===== src/hw/rtl/adc_pkg.sv =====
// adc_pkg: shared types and constants for the ancestor closure counter.
// Depends on nothing; every other file in hw/rtl imports it.
`timescale 1ns / 1ps
package adc_pkg;
	localparam int CFG_W  = 7;
	localparam int NODE_W = 6;
	localparam int RES_W  = 7;
	localparam int IDX_W  = 2;

	localparam logic OP_LOAD    = 1'b0;
	localparam logic OP_COMPUTE = 1'b1;

	localparam logic [IDX_W-1:0] REG_NODE_COUNT     = 2'd0;
	localparam logic [IDX_W-1:0] REG_THRESHOLD_LOW  = 2'd1;
	localparam logic [IDX_W-1:0] REG_THRESHOLD_HIGH = 2'd2;

	typedef struct packed {
		logic              op;
		logic [NODE_W-1:0] from_node;
		logic [NODE_W-1:0] to_node;
	} cmd_t;

	typedef struct packed {
		logic [RES_W-1:0] count_within_low;
		logic [RES_W-1:0] count_within_high;
		logic [RES_W-1:0] count_over_high;
	} result_t;

	// Controls from the sequencer to the count unit
	typedef struct packed {
		logic clr;
		logic acc_en;
		logic tally_en;
	} cu_ctrl_t;
endpackage


===== src/hw/rtl/adc_count_unit.sv =====
// adc_count_unit: per-column ancestor counters, row population check and final tally.
// Depends on adc_pkg.
`timescale 1ns / 1ps
module adc_count_unit #(
	parameter int MAX_NODES = 64
) (
	input  logic                            clk,
	input  logic                            arst_n,
	input  adc_pkg::cu_ctrl_t               ctrl,
	input  logic [MAX_NODES-1:0]            row,
	input  logic [$clog2(MAX_NODES+1)-1:0]  n,
	input  logic [adc_pkg::CFG_W-1:0]       thr_low,
	input  logic [adc_pkg::CFG_W-1:0]       thr_high,
	output adc_pkg::result_t                result
);
	import adc_pkg::*;

	localparam int DW = $clog2(MAX_NODES+1);
	localparam int CW = (DW + 1 > CFG_W + 1) ? DW + 1 : CFG_W + 1;

	logic [DW-1:0] col_q [MAX_NODES];
	logic [DW-1:0] low_q;
	logic [DW-1:0] high_q;
	logic [DW-1:0] over_q;
	logic [CW-1:0] cnt;
	logic          over;

	assign cnt  = CW'(1) + CW'(n) - CW'(col_q[0]);
	assign over = $countones(row) > 32'(thr_high);

	// Accumulate column sums, then shift them out one node per cycle
	always_ff @(posedge clk) begin
		for (int i = 0; i < MAX_NODES - 1; i++) begin
			if (ctrl.clr) col_q[i] <= '0;
			else if (ctrl.acc_en) col_q[i] <= col_q[i] + DW'(row[i]);
			else if (ctrl.tally_en) col_q[i] <= col_q[i+1];
		end
		if (ctrl.clr) col_q[MAX_NODES-1] <= '0;
		else if (ctrl.acc_en) col_q[MAX_NODES-1] <= col_q[MAX_NODES-1] + DW'(row[MAX_NODES-1]);
		else if (ctrl.tally_en) col_q[MAX_NODES-1] <= '0;
	end

	always_ff @(posedge clk or negedge arst_n) begin
		if (!arst_n) begin
			low_q  <= '0;
			high_q <= '0;
			over_q <= '0;
		end else if (ctrl.clr) begin
			low_q  <= '0;
			high_q <= '0;
			over_q <= '0;
		end else begin
			if (ctrl.acc_en && over) over_q <= over_q + 1'b1;
			if (ctrl.tally_en) begin
				if (cnt <= CW'(thr_low))  low_q  <= low_q + 1'b1;
				if (cnt <= CW'(thr_high)) high_q <= high_q + 1'b1;
			end
		end
	end

	assign result.count_within_low  = RES_W'(low_q);
	assign result.count_within_high = RES_W'(high_q);
	assign result.count_over_high   = RES_W'(over_q);
endmodule


===== config.mk =====
export PLATFORM = sky130hd
export DESIGN_NAME = adc_count_unit
export DESIGN_NICKNAME = d
export VERILOG_FILES = /design/src/hw/rtl/adc_pkg.sv /design/src/hw/rtl/adc_count_unit.sv
export SDC_FILE = /design/constraint.sdc
export NUM_CORES = 1
export LEC_CHECK = 0
export ABC_AREA = 1
export BUFFER_PORTS_ARGS = -buffer_cell sky130_fd_sc_hd__buf_2
export CAP_MARGIN = 20
export CORE_MARGIN = 3
export CORE_UTILIZATION = 35
export DETAILED_ROUTE_END_ITERATION = 10
export PLACE_DENSITY = 0.61
export SLEW_MARGIN = 20
export SYNTH_ARGS = -nofsm -noshare
export SYNTH_HDL_FRONTEND = slang
export SYNTH_SLANG_ARGS = --single-unit

===== constraint.sdc =====
create_clock -name clk -period 5.1 [get_ports clk]
set_input_delay 0.255 -clock clk [delete_from_list [all_inputs] [get_ports clk]]
set_output_delay 0.255 -clock clk [all_outputs]
set_load 0.02 [all_outputs]

==> qor.yml <==
fp.dieH_um: 291
power_per_cell_area_nw_per_um2: 534
timing.critical_path.slowest_stage_cell: "fa_2"
ff_latch_area_sq_um: 14000
ys_types: 38
crit_path_frequent_cell: "fa_1"
post_synth_inst_count: 2783
rows: 103
worst_setup_hold_path_clk_slew_ns: 0.06
async_flop_share: 0.0448
synth-seq-area-share: 0.491
ios: 111
timing.slew.headroom: 0.00879
p_leak_nw: 12.9
startpoint_type: "primary input"
arrival_ns: 6.66
detail_placement_hpwl_um: 46900
dr_total_vias: 21200
multi_input_comb_area_sq_um: 12400
peakVddDrop_mv: 1.61
grt.met2_usage: 0.248
critical_path.top_delay_family: "adder cells"
drc: 0
worst-endpoint-required_ns: 5.59
finalWorstSetupSlack_ns: -1.07
worst-path-max-fanout: 5
globalRouteMet1Util: 0.235
post_synth_edffs: 448
finalWeightedCongestion: 0.774
cts_sinks: 469
clockBufferDepth: 3
cts-htree-levels: 2
dr.first_iter.drc_count: 1620
setup.worst_path.start: "row[31]"
antenna_found_initial: 3
synth_area_leaders: "edfxtp_1 47%, ha_1 7.9%, inv_1 6.1%"
core_area_sq_um: 79800
port-buffer-count: 110
post-synth-top-area-cell: "edfxtp_1"
hold_path.class: "primary input to flop"
cts_tree: "built"
timing.clock.skew_ns: 0.0389
post_drt_wl_per_cell_um: 17.6
flow.area_growth_from_synthesis_pct: 13.8
drt-pass1-iter-count: 7
postSynthRegisterBits: 469
synth.net_count: 3108
rsz_0062_raised_after_global_routing: "yes"
preCtsSetupSlack_ns: -1.86
worst_slew_pin_slew_ns: 1.49
holdCritStartpoint: "row[19]"
initial_core_util: 0.357
fp.dieW_um: 291
cts_buffers: 53
critical_path.reg2reg.startpoint: "col_q[0][1]"
number_of_global_route_vias_before_repair: 20800
grt_usage: 0.163
grt_remaining_overflow: 0
clock_tree.root_cell: "clkbuf_16"
grt_first_pass_wirelength_um: 113000
grt_max_degree: 196
fin_crit_ns: 6.17
busiest_layer: "met2"
max_clock_freq_mhz: 162
final_cell_area_sq_um: 32400
synthesized_area_per_cell_sq_um: 10.2
final_layout_size_suffix_gt1_frac: 0.109
fillers: 7762
failed_checks: "setup timing"
critPathKind: "primary input to flop"
slew_viol_final: 0
worstPathBufferInverterCount: 4
postRouteAntennaNets: 0
synth_flop_cell: "edfxtp_1"
clk-insertion-delay-late_ns: 0.63
vias_per_cell: 5.30
most-common-layout-cells: "448 x edfxtp_1, 441 x inv_1, 276 x nand3_1"
placedInstanceArea_sq_um: 30600
timing.max_cap.violations: 0
final_common_cell: "edfxtp_1"
synth.yosys.warnings: 0
run_status: "finished, violations left"
fin_crit_sh: 1.21
totalWireLength_um: 70300
synth_top_area_share: 0.472
cell_area_after_technology_mapping_sq_um: 28500
final_net_count: 3225
final-setup-viol-count: 7
finalHoldViolations: 0
worst_setup_ep_type: "flop"
fp.dieArea_sq_um: 84900
met3_usage: 0.0354
cp_slowest_stage_delay_ns: 0.66
-- stage by stage --
| stage | hold slack [ns] | setup TNS, ns | std cells | total power [mW] | util |
|---|---|---|---|---|---|
| CTS | 0.0297 | -7.17 | 3990 | 17.4 | 0.406 |
| detailed placement | 0.262 | -12.83 | 3892 | 13.2 | 0.383 |
| global placement | 0.264 | -12.41 | 3892 | 13.0 | 0.383 |
| floorplan | -0.0406 | -8.43 | 2783 | 10.7 | - |
| finish | 0.0675 | -7.40 | 3992 | 17.3 | 0.406 |
| global route | 0.0586 | -9.09 | 3992 | 18.7 | 0.406 |
-- power breakdown --
part | internal, mW | leakage [nW] | switching, mW
Sequential | 4.54 | 5.47 | 0.212
Clock | 2.18 | 0.807 | 1.64
Combinational | 4.27 | 6.67 | 4.47
-- cell usage after synthesis, types with 6 or more instances --
cell type / n
nand3_1: 281
nor4_1: 62
o22ai_1: 127
ha_1: 180
nor2_1: 218
nand2_1: 156
buf_1: 7
a21oi_1: 81
o31ai_1: 59
inv_1: 464
nor3_1: 8
clkbuf_1: 52
o32ai_1: 62
fa_1: 55
xnor2_1: 9
dfrtp_1: 21
xor2_1: 133
nand4_1: 13
edfxtp_1: 448
buf_2: 61
a32o_1: 126
nand2_2: 6
o21ai_0: 132
-- sequential cells by signal, summed over array words and instances (netlist names) --
signal	count
high_q	7
low_q	7
col_q	448
over_q	7
-- tightest hold or removal path, cell delays in order --
cell    delay (ns)
buf_2         0.10
ha_1          0.13
a32o_1        0.11
-- layout make-up --
class,count,share of cell area
antenna,1,0.0000772
clock buffer,70,0.0429
clock inverter,26,0.00938
inverter,466,0.0545
multi-input combinational,1726,0.381
sequential,469,0.431
tap,1050,0.0405
timing repair buffer,184,0.0403
-- layer usage --
layer,share of wire,vias to the layer above
met3,0.066,70
met1,0.47,10300
li1,-,10300
met4,0.018,2
met2,0.44,479
met5,0.00019,-
-- final timing paths --
kind,slack (ns),end,depth (start not counted)
setup reg to reg,1.78,high_q[4],18
hold reg to reg,0.52,low_q[3],2
setup / recovery,-1.07,over_q[3],27
max in group asynchronous,4.61,high_q[1],2
hold / removal,0.07,col_q[9][7],3
min in group asynchronous,0.15,over_q[3],2
-- what timing repair did --
item                                    4_1_cts  5_1_grt
resized for setup                            36       18
pin swaps                                    21       15
buffers inserted                              1        1
endpoints found under the setup margin        7        7
hold buffers                                  1        0
hold endpoints to repair                     21        0
-- logic make-up after synthesis --
family / share of synthesized area
AND/OR/NAND/NOR: 0.121
AO/OA/AOI/OAI: 0.147
buffers and inverters: 0.0806
flip-flops: 0.491
adder cells (fa/ha/maj): 0.118
XOR/XNOR: 0.0437
(Power assumes the default switching activity.)
